### src/design/energy_meter_frame_parser_top_defines.svh
// Assertion macros shared by the frame parser modules.
// Expects clk and rst_n in the scope of each use.
`ifndef ENERGY_METER_FRAME_PARSER_TOP_DEFINES_SVH
`define ENERGY_METER_FRAME_PARSER_TOP_DEFINES_SVH

// Same-cycle implication, disabled in reset.
`define EMFP_ASSERT_IMP(lbl, ante, cons, msg) \
  lbl: assert property (@(posedge clk) disable iff (!rst_n) (ante) |-> (cons)) \
    else $error(msg);

// Next-cycle implication, disabled in reset.
`define EMFP_ASSERT_NXT(lbl, ante, cons, msg) \
  lbl: assert property (@(posedge clk) disable iff (!rst_n) (ante) |=> (cons)) \
    else $error(msg);

`endif

### src/design/emfp_pkg.sv
// Types and constants of the metering reply frame parser.
// No dependencies; imported by every module of the block.
`default_nettype none

package emfp_pkg;

  localparam int FRAME_BYTES = 23;
  localparam int CAP_DEPTH   = 19;
  localparam int POS_W       = 5;
  localparam int CAP_IDX_W   = 5;

  localparam logic [7:0] READ_CMD_BASE = 8'h58;
  localparam logic [7:0] HEADER_BYTE   = 8'h55;

  localparam logic [1:0] KIND_START = 2'd0;
  localparam logic [1:0] KIND_BYTE  = 2'd1;
  localparam logic [1:0] KIND_CLEAR = 2'd2;

  localparam logic [1:0] ERR_OK     = 2'd0;
  localparam logic [1:0] ERR_HEADER = 2'd1;
  localparam logic [1:0] ERR_CSUM   = 2'd2;

  localparam logic CMD_FRAME = 1'b0;
  localparam logic CMD_CLEAR = 1'b1;

  localparam int CMDQ_DEPTH = 2;
  localparam int CMDQ_PTR_W = 1;
  localparam int CMDQ_CNT_W = 2;

  localparam int ENERGY_OUT_W = 48;
  localparam int OUT_DATA_W   = 192;
  localparam int OUT_USER_W   = 3;

  typedef struct packed {
    logic        op;
    logic [1:0]  err;
    logic [23:0] cur;
    logic [23:0] volt;
    logic [23:0] fast;
    logic [23:0] pwr;
    logic [23:0] cnt;
    logic [15:0] freq;
    logic [7:0]  status;
  } emfp_cmd_t;

endpackage

`default_nettype wire

### src/design/energy_meter_frame_parser_top.sv
// Metering reply frame parser, top level: front end, command queue, back end.
// Depends on emfp_pkg, emfp_front, emfp_cmd_fifo and emfp_back.
//
// A user drives one beat per received event: in_tuser is the kind (start of
// frame, received byte, clear energy total) and in_tdata the byte. The block
// takes one beat every cycle while its two-entry command queue has room; the
// checksum byte of a frame and a clear event each occupy one queue entry. The
// back end retires one entry per cycle while its output register is free or
// being read, so the sustained rate is then one beat per cycle; a result beat
// waits there and can stall input once the queue fills. The user writes the
// two-bit device address on the cfg port while idle; the block does not enforce
// it. The energy total is ENERGY_BITS wide and reported in its low 48 bits.
`default_nettype none

module energy_meter_frame_parser_top #(
  parameter int ENERGY_BITS = 48
) (
  input  wire                              clk,
  input  wire                              rst_n,
  input  wire                              cfg_valid,
  output logic                             cfg_ready,
  input  wire  [1:0]                       cfg_data,   // device_address
  input  wire                              in_tvalid,
  output logic                             in_tready,
  input  wire  [7:0]                       in_tdata,   // data_byte
  input  wire  [1:0]                       in_tuser,   // kind
  output logic                             out_tvalid,
  input  wire                              out_tready,
  // current_rms, voltage_rms, current_fast_rms, active_power, pulse_counter,
  // line_frequency, status_bits, energy_pulses
  output logic [emfp_pkg::OUT_DATA_W-1:0]  out_tdata,
  output logic [emfp_pkg::OUT_USER_W-1:0]  out_tuser   // valid_res, error_code
);
  import emfp_pkg::*;

  emfp_cmd_t push_data, pop_data;
  logic      push, full, pop, pop_valid;

  emfp_front u_front (
    .clk       (clk),
    .rst_n     (rst_n),
    .cfg_valid (cfg_valid),
    .cfg_ready (cfg_ready),
    .cfg_data  (cfg_data),
    .in_tvalid (in_tvalid),
    .in_tready (in_tready),
    .in_tdata  (in_tdata),
    .in_tuser  (in_tuser),
    .q_full    (full),
    .q_push    (push),
    .q_data    (push_data)
  );

  emfp_cmd_fifo u_cmdq (
    .clk       (clk),
    .rst_n     (rst_n),
    .push      (push),
    .push_data (push_data),
    .full      (full),
    .pop       (pop),
    .pop_valid (pop_valid),
    .pop_data  (pop_data)
  );

  emfp_back #(
    .ENERGY_BITS (ENERGY_BITS)
  ) u_back (
    .clk        (clk),
    .rst_n      (rst_n),
    .q_valid    (pop_valid),
    .q_data     (pop_data),
    .q_pop      (pop),
    .out_tvalid (out_tvalid),
    .out_tready (out_tready),
    .out_tdata  (out_tdata),
    .out_tuser  (out_tuser)
  );

endmodule

`default_nettype wire

### src/design/emfp_front.sv
// Front end: takes input beats, tracks frame position and checksum, captures
// field bytes and issues frame and clear commands. Depends on emfp_pkg.
`default_nettype none
`include "energy_meter_frame_parser_top_defines.svh"

module emfp_front (
  input  wire                   clk,
  input  wire                   rst_n,
  input  wire                   cfg_valid,
  output logic                  cfg_ready,
  input  wire  [1:0]            cfg_data,
  input  wire                   in_tvalid,
  output logic                  in_tready,
  input  wire  [7:0]            in_tdata,
  input  wire  [1:0]            in_tuser,
  input  wire                   q_full,
  output logic                  q_push,
  output emfp_pkg::emfp_cmd_t   q_data
);
  import emfp_pkg::*;

  logic [1:0]       addr_r;
  logic [POS_W-1:0] pos_r, pos_nxt;
  logic [7:0]       sum_r, sum_nxt;
  logic             hdr_ok_r, hdr_ok_nxt;
  logic [7:0]       cap_r [CAP_DEPTH];
  logic             accept;
  logic             cap_we;
  logic [CAP_IDX_W-1:0] cap_idx;
  logic [1:0]       err;

  assign cfg_ready = 1'b1;
  assign in_tready = !q_full;
  assign accept    = in_tvalid && in_tready;
  assign cap_idx   = CAP_IDX_W'(pos_r - POS_W'(1));

  always_comb begin
    if (!hdr_ok_r) begin
      err = ERR_HEADER;
    end else if (~sum_r != in_tdata) begin
      err = ERR_CSUM;
    end else begin
      err = ERR_OK;
    end
  end

  always_comb begin
    pos_nxt    = pos_r;
    sum_nxt    = sum_r;
    hdr_ok_nxt = hdr_ok_r;
    cap_we     = 1'b0;
    q_push     = 1'b0;
    if (accept) begin
      case (in_tuser)
        KIND_START: begin
          pos_nxt    = '0;
          sum_nxt    = READ_CMD_BASE | {6'b0, addr_r};
          hdr_ok_nxt = 1'b0;
        end
        KIND_BYTE: begin
          if (pos_r < POS_W'(FRAME_BYTES)) begin
            pos_nxt = pos_r + POS_W'(1);
            if (pos_r < POS_W'(FRAME_BYTES - 1)) begin
              sum_nxt = sum_r + in_tdata;
              if (pos_r == '0) begin
                hdr_ok_nxt = (in_tdata == HEADER_BYTE);
              end else if (pos_r <= POS_W'(CAP_DEPTH)) begin
                cap_we = 1'b1;
              end
            end else begin
              q_push = 1'b1;
            end
          end
        end
        KIND_CLEAR: begin
          q_push = 1'b1;
        end
        default: begin
        end
      endcase
    end
  end

  always_comb begin
    q_data.op     = (in_tuser == KIND_CLEAR) ? CMD_CLEAR : CMD_FRAME;
    q_data.err    = err;
    q_data.cur    = {cap_r[2], cap_r[1], cap_r[0]};
    q_data.volt   = {cap_r[5], cap_r[4], cap_r[3]};
    q_data.fast   = {cap_r[8], cap_r[7], cap_r[6]};
    q_data.pwr    = {cap_r[11], cap_r[10], cap_r[9]};
    q_data.cnt    = {cap_r[14], cap_r[13], cap_r[12]};
    q_data.freq   = {cap_r[16], cap_r[15]};
    q_data.status = cap_r[18];
  end

  always_ff @(posedge clk) begin
    if (!rst_n) begin
      addr_r   <= '0;
      pos_r    <= POS_W'(FRAME_BYTES);
      sum_r    <= '0;
      hdr_ok_r <= 1'b0;
    end else begin
      if (cfg_valid && cfg_ready) begin
        addr_r <= cfg_data;
      end
      pos_r    <= pos_nxt;
      sum_r    <= sum_nxt;
      hdr_ok_r <= hdr_ok_nxt;
    end
  end

  always_ff @(posedge clk) begin
    if (cap_we) begin
      cap_r[cap_idx] <= in_tdata;
    end
  end

  `EMFP_ASSERT_IMP(a_pos_bound, 1'b1, pos_r <= POS_W'(FRAME_BYTES), "frame position out of range")
  `EMFP_ASSERT_IMP(a_hdr_err, q_push && q_data.op == CMD_FRAME && !hdr_ok_r, q_data.err == ERR_HEADER, "bad header not flagged")

endmodule

`default_nettype wire

### src/design/emfp_cmd_fifo.sv
// Short command queue between the front end and the back end.
// Depends on emfp_pkg for the command type and depth.
`default_nettype none
`include "energy_meter_frame_parser_top_defines.svh"

module emfp_cmd_fifo (
  input  wire                   clk,
  input  wire                   rst_n,
  input  wire                   push,
  input  emfp_pkg::emfp_cmd_t   push_data,
  output logic                  full,
  input  wire                   pop,
  output logic                  pop_valid,
  output emfp_pkg::emfp_cmd_t   pop_data
);
  import emfp_pkg::*;

  emfp_cmd_t             slot_r [CMDQ_DEPTH];
  logic [CMDQ_PTR_W-1:0] wr_ptr_r, rd_ptr_r;
  logic [CMDQ_CNT_W-1:0] count_r, count_nxt;

  assign full      = (count_r == CMDQ_CNT_W'(CMDQ_DEPTH));
  assign pop_valid = (count_r != '0);
  assign pop_data  = slot_r[rd_ptr_r];

  always_comb begin
    count_nxt = count_r;
    case ({push, pop})
      2'b10:   count_nxt = count_r + CMDQ_CNT_W'(1);
      2'b01:   count_nxt = count_r - CMDQ_CNT_W'(1);
      default: count_nxt = count_r;
    endcase
  end

  always_ff @(posedge clk) begin
    if (!rst_n) begin
      wr_ptr_r <= '0;
      rd_ptr_r <= '0;
      count_r  <= '0;
    end else begin
      if (push) begin
        wr_ptr_r <= (wr_ptr_r == CMDQ_PTR_W'(CMDQ_DEPTH - 1)) ? '0
                  : wr_ptr_r + CMDQ_PTR_W'(1);
      end
      if (pop) begin
        rd_ptr_r <= (rd_ptr_r == CMDQ_PTR_W'(CMDQ_DEPTH - 1)) ? '0
                  : rd_ptr_r + CMDQ_PTR_W'(1);
      end
      count_r <= count_nxt;
    end
  end

  always_ff @(posedge clk) begin
    if (push) begin
      slot_r[wr_ptr_r] <= push_data;
    end
  end

  `EMFP_ASSERT_IMP(a_no_overflow, full, !push, "push into full command queue")
  `EMFP_ASSERT_IMP(a_no_underflow, !pop_valid, !pop, "pop from empty command queue")

endmodule

`default_nettype wire

### src/design/emfp_back.sv
// Back end: applies frame and clear commands to the stored fields and the
// pulse total, and holds the result beat. Depends on emfp_pkg.
`default_nettype none
`include "energy_meter_frame_parser_top_defines.svh"

module emfp_back #(
  parameter int ENERGY_BITS = 48
) (
  input  wire                              clk,
  input  wire                              rst_n,
  input  wire                              q_valid,
  input  emfp_pkg::emfp_cmd_t              q_data,
  output logic                             q_pop,
  output logic                             out_tvalid,
  input  wire                              out_tready,
  output logic [emfp_pkg::OUT_DATA_W-1:0]  out_tdata,
  output logic [emfp_pkg::OUT_USER_W-1:0]  out_tuser
);
  import emfp_pkg::*;

  logic [23:0] cur_r, volt_r, fast_r, pwr_r, cnt_r, base_r;
  logic [15:0] freq_r;
  logic [7:0]  status_r;
  logic [ENERGY_BITS-1:0] total_r, total_nxt;
  logic [23:0] cur_nxt, volt_nxt, fast_nxt, pwr_nxt, cnt_nxt, base_nxt;
  logic [15:0] freq_nxt;
  logic [7:0]  status_nxt;
  logic [23:0] delta;
  logic [ENERGY_BITS+ENERGY_OUT_W-1:0] total_ext;
  logic        is_frame, commit;
  logic        out_valid_r;
  logic [OUT_DATA_W-1:0] out_data_r;
  logic [OUT_USER_W-1:0] out_user_r;

  assign is_frame = (q_data.op == CMD_FRAME);
  assign commit   = is_frame && (q_data.err == ERR_OK);
  assign q_pop    = q_valid && (!is_frame || !out_valid_r || out_tready);
  assign delta    = q_data.cnt - base_r;
  assign total_ext = {{ENERGY_OUT_W{1'b0}}, total_nxt};

  always_comb begin
    cur_nxt    = cur_r;
    volt_nxt   = volt_r;
    fast_nxt   = fast_r;
    pwr_nxt    = pwr_r;
    cnt_nxt    = cnt_r;
    freq_nxt   = freq_r;
    status_nxt = status_r;
    base_nxt   = base_r;
    total_nxt  = total_r;
    if (q_pop) begin
      if (!is_frame) begin
        total_nxt = '0;
        base_nxt  = cnt_r;
      end else if (commit) begin
        cur_nxt    = q_data.cur;
        volt_nxt   = q_data.volt;
        fast_nxt   = q_data.fast;
        pwr_nxt    = q_data.pwr;
        cnt_nxt    = q_data.cnt;
        freq_nxt   = q_data.freq;
        status_nxt = q_data.status;
        base_nxt   = q_data.cnt;
        total_nxt  = total_r + ENERGY_BITS'(delta);
      end
    end
  end

  always_ff @(posedge clk) begin
    if (!rst_n) begin
      cur_r       <= '0;
      volt_r      <= '0;
      fast_r      <= '0;
      pwr_r       <= '0;
      cnt_r       <= '0;
      freq_r      <= '0;
      status_r    <= '0;
      base_r      <= '0;
      total_r     <= '0;
      out_valid_r <= 1'b0;
    end else begin
      cur_r    <= cur_nxt;
      volt_r   <= volt_nxt;
      fast_r   <= fast_nxt;
      pwr_r    <= pwr_nxt;
      cnt_r    <= cnt_nxt;
      freq_r   <= freq_nxt;
      status_r <= status_nxt;
      base_r   <= base_nxt;
      total_r  <= total_nxt;
      if (q_pop && is_frame) begin
        out_valid_r <= 1'b1;
      end else if (out_tready) begin
        out_valid_r <= 1'b0;
      end
    end
  end

  always_ff @(posedge clk) begin
    if (q_pop && is_frame) begin
      out_data_r <= {total_ext[ENERGY_OUT_W-1:0], status_nxt, freq_nxt, cnt_nxt,
                     pwr_nxt, fast_nxt, volt_nxt, cur_nxt};
      out_user_r <= {q_data.err, commit};
    end
  end

  assign out_tvalid = out_valid_r;
  assign out_tdata  = out_data_r;
  assign out_tuser  = out_user_r;

  `EMFP_ASSERT_NXT(a_good_frame_out, q_pop && commit, out_tvalid && out_tuser[0] && out_tuser[2:1] == ERR_OK, "good frame not reported as valid")

endmodule

`default_nettype wire

### config.mk
export PLATFORM = sky130hd
export DESIGN_NAME = energy_meter_frame_parser_top
export DESIGN_NICKNAME = d
export VERILOG_FILES = /design/src/design/emfp_pkg.sv /design/src/design/energy_meter_frame_parser_top.sv /design/src/design/emfp_front.sv /design/src/design/emfp_cmd_fifo.sv /design/src/design/emfp_back.sv
export VERILOG_INCLUDE_DIRS = /design/src /design/src/design
export SDC_FILE = /design/constraint.sdc
export NUM_CORES = 1
export LEC_CHECK = 0
export BUFFER_PORTS_ARGS = -buffer_cell sky130_fd_sc_hd__buf_2
export CORE_MARGIN = 2
export CORE_UTILIZATION = 54
export CTS_CLUSTER_DIAMETER = 200
export DETAILED_ROUTE_END_ITERATION = 10
export HOLD_SLACK_MARGIN = 0.1
export PLACE_DENSITY = 0.75
export SYNTH_ARGS = -nofsm -noshare
export SYNTH_HDL_FRONTEND = slang
export SYNTH_HIERARCHICAL = 1
export SYNTH_SLANG_ARGS = --single-unit
### constraint.sdc
create_clock -name clk -period 10.2 [get_ports clk]
set_input_delay 0 -clock clk [delete_from_list [all_inputs] [get_ports clk]]
set_output_delay 0 -clock clk [all_outputs]
set_load 0.01 [all_outputs]
# [Yosys cells after proc, flatten, opt, wreduce, memory -nomap -nowiden]
# Memories as Yosys holds them, arrays and structs flattened. A register that Yosys moved wholly into a read port is not among the register bits.
# Index checks and enable logic that the tools add are counted.
[word_totals] ff_bits=432 ramBits=446 input_bits=17 output_inout_bits=198 elab_cells=124 n_memories=2
[classes] add_sub_neg=9 magnitude_cmp=3 n_eq_ne=10 muxes=59 n_bitwise=2 reduce_logical=20
[mem_list] name="u_cmdq.slot_r" words=2 word_bits=147 rd=1 rd_ports_with_merged_regs=1 write_ports=1 line="emfp_cmd_fifo.sv:18" text="emfp_cmd_t slot_r [CMDQ_DEPTH];"
[mem_list] name="u_front.cap_r" words=19 word_bits=8 rd=18 rd_ports_with_merged_regs=0 write_ports=1 line="emfp_front.sv:26" text="logic [7:0] cap_r [CAP_DEPTH];"
[ops] op="$mux 24" n=17
[ops] op="$mux 48" n=3
[ops] op="$add 48x24->48" n=1
[ops] op="$mux 16" n=3
[ops] op="$mux 8" n=5
[ops] op="$sub 24x24->24" n=1
[ops] op="$mux 1" n=23
[ops] op="$pmux 8 s2" n=1
[ops] op="$lt 5x5->1 const B" n=2
[ops] op="$pmux 5 s2" n=1
[ops] op="$reduce_bool 2->1" n=5
[ops] op="$add 8x8->8" n=1
[ops] op="$eq 8x7->1 const B" n=1
[ops] op="$ne 8x8->1" n=1
[ops] op="$not 8->8" n=1
[ops] op="$eq 2x2->1 const B" n=3
[ops] op="$ne 2x1->1 const B" n=3
[ops] op="$add 5x1->5 const B" n=1
[ops] op="$le 5x5->1 const B" n=1
[ops] op="$logic_not 5->1" n=1
[ops] op="$mux 5" n=1
[ops] op="$reduce_and 5->1" n=1
[ops] op="$sub 5x1->5 const B" n=1
[ops] op="$eq 2x1->1 const B" n=2
[ops] op="14 further kinds" n=23

# [Logic depth before layout (Yosys ltp)]
# Gate-level depths: netlist of the first run.
[logic_depth] ltp_word=9 mapped_depth=24 ltp_nobuf=21

# [Hierarchy]
# The synthesis of the first run kept the hierarchy.
[modules_own_cells] module="emfp_back" instances=1 cells_each=1730 area_per_inst_um2=17341.6 seq_area_each_um2=10199.8
[modules_own_cells] module="emfp_cmd_fifo" instances=1 cells_each=479 area_per_inst_um2=10815.4 seq_area_each_um2=8928.6
[modules_own_cells] module="emfp_front" instances=1 cells_each=331 area_per_inst_um2=5793.1 seq_area_each_um2=4644.5

# [Least setup slack after synthesis of the first run]
# Ideal clock, no wire load.
[synth_timing] path_kind="reg2reg" startpoint="register (tool-made name)" endpoint="register u_back.out_data_r[0] (netlist: u_back/out_tdata[0]) (enable)" setup_time_ns=0.774 arrival_time_ns=9.990 required_ns=9.426 path_slack_ns=-0.564 stages_incl_launch_ff=7 n_path_buf=3 period_less_slack_ns=10.764 path_cell_list="dfxtp_1 buf_2 mux2_2 clkbuf_1 clkbuf_1 o21a_1 nor2b_1"
[synth_rtl] element="end signal: assignment" line="emfp_back.sv:101" text="out_data_r <= {total_ext[ENERGY_OUT_W-1:0], status_nxt, freq_nxt, cnt_nxt,"
[synth_rtl] element="end: declaration" line="emfp_back.sv:32" text="logic [OUT_DATA_W-1:0] out_data_r;"

==> summary.md, run 1 <==
| Metric | Value |
|---|---|
| Clock transition at the registers of the reported paths | approximately 60 ps |
| Endpoint class of the critical path | flip-flop |
| Worst r2r path cells | 17 |
| Worst Path Max Fanout | 20 |
| Post-layout minimum cycle time | between 5000 and 6000 ps |
| Global placer's final weighted congestion | roughly 0.9 |
| # clock sinks | between 800 and 900 |
| Die width | ~250 um |
| Max-cap violation count | 0 |
| Sequential cell fraction of total power | a little over two fifths |
| Cell chosen for the clock root | clkbuf_16 |
| Outcome | finished clean |
| Number of buffers added on ports | 213 |
| Origin of the worst min-delay path | in_tuser[0] |
| Grt total ovfl | 0 |
| Number of distinct library cells after synthesis | 81 |
| Via count of the first global-routing pass | 19,918 |
| Utilization after layout | between 60% and 70% |
| Antenna violations before repair | 2 |
| YS warnings | 6 |
| Global-route total usage across every layer | around 23% |
| Ranking of synthesized cells by area | edfxtp_1, dfxtp_1, nand2_1, mux2_2, and2_1 |
| Slew HR | around 16% |
| Least-Margin Pin Slew | around 1200 ps |
| Cts bufs inserted | 86 |
| Wirelength per Cell | 20.19 um |
| Fraction of synthesized cell area taken by the top area cell type | a little under three fifths |
| Post-Synthesis Cells | 2,540 |
| Post-synthesis net count | roughly 2,600 |
| Proportion of synthesized flip-flops having asynchronous set or reset | 0% |
| Core Footprint | slightly above 60,000 um2 |
| Setup violations, final | 0 |
| Final setup slack of the worst path | ~4400 ps |
| Net switching power figure | around 2.8 mW |
| Power per standard cell area | ~250 nW/um2 |
| Standard-cell rows | 91 |
| Internal power | 6.924 mW |
| Clock tree from TritonCTS | yes |
| Total half-perimeter wirelength after legalization and detailed placement | between 40 and 50 mm |
| Pin count of the biggest net entering global routing | 196 |
| Post-Route Skew | 22.68 ps |
| Worst EP required | about 11,000 ps |
| Capture endpoint of the worst hold path | u_cmdq/wr_ptr_r$_SDFFE_PN0P_ |
| Layout Nets | 2,854 |
| Kind of critical path | reg -> reg |
| Die H | 254.7 um |
| Initial core utilization | 54.81% |
| Maximum clock frequency | approximately 0.17 GHz |
| Number of I/O pins | between 200 and 250 |
| Via count | 20,159 |
| Final routed DRC violation total | 0 |
| Final WL | ~74 mm |
| Worst VDD drop | between 0.2 and 0.25 mV |
| Number of nets with antenna violations after detailed routing | 0 |
| DRC violation total after the first TritonRoute iteration | around 1,500 |
| Hold Path Depth | 6 |
| Class of the worst hold path | in -> reg |
| Final hold viol count | 0 |
| Startpoint type of the worst setup path | flip-flop |
| Mean instance size in the synthesized netlist | 13.37 um2 |
| Library cell occupying the most area in the post-synthesis netlist | edfxtp_1 |
| Destination of the worst register-to-register timing path | u_back/out_tdata[172]$_DFFE_PP_ |
| Final period utilization | 56.46% |
| H-tree levels | 3 |
| Max-slew violation count | 0 |
| Wire length of the first global-routing pass | 113.6 mm |
| Clock network latency to the later pin of the worst-skew pair | ~640 ps |
| Clock share of power | between 30 and 40% |
| Synth-to-layout area growth | 14.84% |
| Accumulated negative setup slack | 0 ps |
| Unrepaired setup endpoints after global routing | false |
| WP data arrival | 6130 ps |
| Share of power burned in combinational logic | 22.4% |
| Post-CTS setup-driven buffer insertion count | 0 |
| Maximum clock insertion buffer count | 3 |
| FF-to-FF setup slack | about 4400 ps |
| Via density | 5.478 |
| Number of iterations in the first detailed-routing pass | 5 |
| Share of cells above drive strength 1 | approximately a fifth |
| Synthesized cell area | between 30,000 and 40,000 um2 |
| Prevailing post-synth register cell | edfxtp_1 |
| Switching part of the total | 28.57% |
| Cell types with the highest counts after synthesis | edfxtp_1, nand2_1, dfxtp_1 |
| Leakage dissipation | around 15 nW |
| Sequential cell area fraction in the yosys report | ~70% |
| Total die area | 64,890 um2 |
| Register bit total from synthesis | approximately 870 |
| Number of synthesized flops with an enable pin | about 630 |
| Setup slack at placement | around 4700 ps |
| Most instantiated library cell after synthesis | edfxtp_1 |
-- worst max-delay path, cell delays in order (launching register included) --
cell,delay (ps)
dfxtp_4,520
mux2_2,410
ha_1,420
a21oi_1,240
o21ai_0,160
or4b_1,520
o22ai_1,230
a21boi_1,200
a211o_1,300
a21oi_1,190
xnor2_1,110
ha_1,400
or3_1,130
o21ai_0,80
a31oi_1,910
o2111ai_1,300
xor2_1,270
nor2_1,60
-- worst max-delay path by stage --
stage                                                 end  depth (start not counted)
after floorplan             u_cmdq/slot_r[0][0]$_DFFE_PP_                          6
after global placement    u_back/out_tdata[170]$_DFFE_PP_                         21
after detailed placement  u_back/out_tdata[175]$_DFFE_PP_                         20
after CTS                 u_back/out_tdata[176]$_DFFE_PP_                         21
after global routing      u_back/out_tdata[188]$_DFFE_PP_                         21
final                     u_back/out_tdata[172]$_DFFE_PP_                         17
-- layout by cell type (no fill, tap or decap), drive strengths merged, types with 29 or more instances in the layout --
cell type  instances
nand2            552
xnor2             32
a21oi             61
nor2              89
dfxtp            238
mux2i             29
mux2             148
clkbuf           122
o21ai             50
and3              33
inv               54
and2             177
buf              230
xor2              35
ha                66
edfxtp           633
-- per-layer routing --
layer  GRT usage, %  up-vias  routed length, um
li1               -     9435                  -
met5              0        -                  0
met3          3.623      129               4379
met2          36.96      651              35570
met1          31.56     9944              32040
met4          8.922        0               2312
-- kinds of logic (layout without fill, tap and decap cells) --
logic type	after synthesis	count (layout)	share of synthesized area, %
xor+xnor	67	67	1.728
flops	871	871	70.02
mux	177	177	5.764
compound gates	244	244	4.909
other cells	1	2	0.01105
fa+ha+maj	69	69	2.609
simple gates	953	953	12.97
buf+inv	158	460	1.983
-- power groups by stage --
stage	combinational, mW	clock (mW)	sequential, mW
after floorplan	1.46	0	4.35
after global placement	2.14	0	4.26
after detailed placement	2.16	0	4.26
after CTS	2.18	3.39	4.19
after global routing	2.37	3.53	4.21
final	2.17	3.34	4.19
-- cell type report --
| cell class | instances | area (um2) |
|---|---|---|
| timing repair buffer | 247 | 1379 |
| tap | 837 | 1047 |
| clock inverter | 40 | 546.8 |
| fill | 4633 | 22950 |
| multi-input combinational | 1511 | 9543 |
| sequential | 871 | 23780 |
| inverter | 51 | 191.4 |
| antenna | 1 | 2.502 |
| clock buffer | 122 | 2504 |
-- through the flow --
| stage | instances | area, um2 | power (mW) | hold WS (ps) |
|---|---|---|---|---|
| global route | 3679 | 38990 | 10.11 | 164.2 |
| detailed placement | 3500 | 35770 | 6.421 | 264.7 |
| floorplan | 2540 | 33950 | 5.807 | 98.87 |
| finish | 3680 | 38990 | 9.693 | 138.7 |
| CTS | 3679 | 38990 | 9.759 | 103.7 |
| global placement | 3500 | 35770 | 6.396 | 255.0 |
-- flip-flops by register name (all words and copies together) (netlist names), 2 cells and up, named ones only --
signal            flops
u_front/pos_r         5
u_back/status_r       8
u_back/total_r       48
u_back/volt_r        24
u_cmdq/slot_r       294
u_back/fast_r        24
u_front/addr_r        2
u_back/freq_r        16
u_front/cap_r       144
u_back/pwr_r         24
u_back/cnt_r         24
u_back/out_tdata    192
u_back/base_r        24
u_back/out_tuser      3
u_cmdq/count_r        2
u_back/cur_r         24
u_front/sum_r         8
-- timing repair --
item	CTS	global route
gates resized for setup	0	0
hold buffers	17	0
endpoints found under the hold margin	222	0
No activity file was read; power rests on OpenSTA's default activity.
==> run 2, diff against run 1 <==
- CORE_UTILIZATION: 54 -> 60
- PLACE_DENSITY: 0.75 -> 0.79
- clock period: 10.2 -> 5.85 ns (I/O delays scaled with it)
==> summary.md, run 2 (synthesized netlist as in run 1, its figures left out) <==
| Metric | Value |
|---|---|
| Final period utilization | between 90% and 100% |
| # clock sinks | approximately 870 |
| DRC violation total after the first TritonRoute iteration | approximately 1,600 |
| Peak per-stage delay on the critical path | 630 ps |
| Layout Nets | 2,862 |
| Maximum clock insertion buffer count | 3 |
| Accumulated negative setup slack | 0 ps |
| Initial core utilization | between 60% and 70% |
| Clock network latency to the later pin of the worst-skew pair | 640 ps |
| Number of iterations in the first detailed-routing pass | 5 |
| GR Util met2 | about 41% |
| Delay-heaviest family, CP | compound AO/OA/AOI/OAI gates |
| Via count | ~20,000 |
| Global placer's final weighted congestion | approximately 0.9 |
| Post-layout minimum cycle time | ~5500 ps |
| Cts bufs inserted | between 80 and 90 |
| Top library cells by usage in the layout, fill and taps aside | edfxtp_1, nand2_1, dfxtp_1 |
| Setup violations, final | 0 |
| Met3 demand-to-capacity share in global routing | 3.496% |
| Share of cells above drive strength 1 | 19.59% |
| Ordered list of cells on the worst path | buf_4 > mux2_2 > ha_1 > o211ai_1 > a21oi_1 > nor2_1 > o21ai_0 > a21o_1 > a31oi_1 > xnor2_1 > ha_1 > a21o_1 > a21o_1 > a21oi_1 > a21boi_0 > o31ai_2 > a21boi_0 > xnor2_1 > nor2_1 |
| Number of I/O pins | 215 |
| Endpoint class of the critical path | flip-flop |
| Clock tree from TritonCTS | yes |
| Core Footprint | 56,170 um2 |
| Grt total ovfl | 0 |
| Total die area | roughly 60,000 um2 |
| Leakage dissipation | approximately 15 nW |
| Standard-cell rows | between 80 and 90 |
| Global-route total usage across every layer | between 20 and 25% |
| Final routed DRC violation total | 0 |
| Unrepaired setup endpoints after global routing | false |
| Kind of critical path | reg -> reg |
| Top register by number of flip-flops | u_cmdq/slot_r |
| Busiest layer in global routing | met2 |
| Pin count of the biggest net entering global routing | 141 |
| Via density | between 5 and 6 |
| Most common cell after layout, fill and taps aside | edfxtp_1 |
| Met1 usage | between 30 and 40% |
| Slowest-stage cell, CP | o31ai_2 |
| Worst VDD drop | slightly above 0.4 mV |
| Synth-to-layout area growth | 14.30% |
| Max-cap violation count | 0 |
| Power per standard cell area | roughly 430 nW/um2 |
| Least-Margin Pin Slew | about 1300 ps |
| Cell chosen for the clock root | clkbuf_16 |
| Startpoint type of the worst setup path | flip-flop |
| Wirelength per Cell | ~20 um |
| Number of nets with antenna violations after detailed routing | 0 |
| WP data arrival | ~5800 ps |
| Class of the worst hold path | in -> reg |
| Worst EP required | 6220 ps |
| Post-CTS setup-driven buffer insertion count | 0 |
| Clock transition at the registers of the reported paths | approximately 60 ps |
| Total half-perimeter wirelength after legalization and detailed placement | 44.09 mm |
| Die width | 241.9 um |
| Final WL | about 73 mm |
| Max-slew violation count | 0 |
| Design Area, Final | 38,800 um2 |
| Outcome | finished clean |
| Antenna diode count | 0 |
| Wire length of the first global-routing pass | 112.6 mm |
| Maximum clock frequency | approximately 0.18 GHz |
| Crit path top cell by count | a21o_1 |
| Worst Path Max Fanout | 15 |
| Die H | ~240 um |
| Final hold viol count | 0 |
| Number of buffers added on ports | around 210 |
| Total buffers and inverters traversed by the critical path | 1 |
| H-tree levels | 3 |
| Largest register FFs | 294 |
| Slew HR | 13.68% |
| Antenna violations before repair | 1 |
| Post-Route Skew | between 20 and 30 ps |
| Post-place instance area | between 30,000 and 40,000 um2 |
| Via count of the first global-routing pass | slightly above 20,000 |
==> run 2: cell types whose count changed in the layout (fill, tap and decap cells not counted), moves of 2 or more <==
| cell | previous run | this run |
|---|---|---|
| clkbuf_16 | 91 | 87 |
| clkinv_2 | 17 | 21 |
| buf_4 | 17 | 23 |
| bufinv_16 | 11 | 8 |
| buf_12 | 1 | 3 |
| clkinvlp_4 | 1 | 4 |
| clkinv_1 | 4 | 12 |
| clkbuf_1 | 20 | 11 |
| clkbuf_8 | 11 | 8 |
==> run 2: layer usage <==
| layer | wire [um] | vias up |
|---|---|---|
| met3 | 4062 | 110 |
| met4 | 1807 | 0 |
| met5 | 0 | - |
| met2 | 35740 | 628 |
| li1 | - | 9460 |
| met1 | 31020 | 9870 |
==> run 2: per-stage QoR <==
step	util [%]	setup slack (ps)	instances	hold WS [ps]	power, mW
6_report	69.09	385.8	3605	187.5	16.57
3_3_place_gp	63.65	365.1	3427	255.9	11.09
4_1_cts	69.06	271.9	3604	142.5	16.66
3_5_place_dp	63.65	289.9	3427	284.3	11.15
5_1_grt	69.09	38.54	3605	214.5	17.29
2_1_floorplan	-	498.8	2540	98.87	10.09
==> run 2: what timing repair did <==
item	in CTS	in global routing
hold buffers	17	0
endpoints found under the setup margin	0	1
hold endpoints to repair	181	0
gates resized for setup	0	1
==> run 2: path summary, 6_finish.rpt <==
check                           depth (start not counted)  slack (ps)                         endpoint                     startpoint
worst max register to register                         19         390  u_back/out_tdata[175]$_DFFE_PP_                      flip-flop
worst min register to register                          0         430   u_cmdq/slot_r[0][87]$_DFFE_PP_  u_front/cap_r[7][7]$_DFFE_PP_
worst min-delay path                                    6         190     u_cmdq/wr_ptr_r$_SDFFE_PN0P_                    in_tuser[0]
worst max-delay path                                   19         390  u_back/out_tdata[175]$_DFFE_PP_                      flip-flop
==> run 2: where the power goes <==
group	switching [mW]	internal (mW)
Sequential	0.166	7.11
Clock	2.31	3.20
Combinational	2.31	1.48
==> run 2: final cells by class <==
cell class	count	area, um2
sequential	871	23780
fill	3781	17360
multi-input combinational	1511	9548
clock buffer	106	2328
timing repair buffer	256	1471
tap	756	945.9
clock inverter	54	543.0
inverter	51	191.4
==> run 2: worst min-delay path: cells and delay by family <==
| kind | cells | cell delay [ps] |
|---|---|---|
| and+or+nand+nor | 1 | 60 |
| adders and majority gates | 1 | 140 |
| AOI/OAI and AO/OA | 2 | 350 |
| buffers and inverters | 2 | 220 |
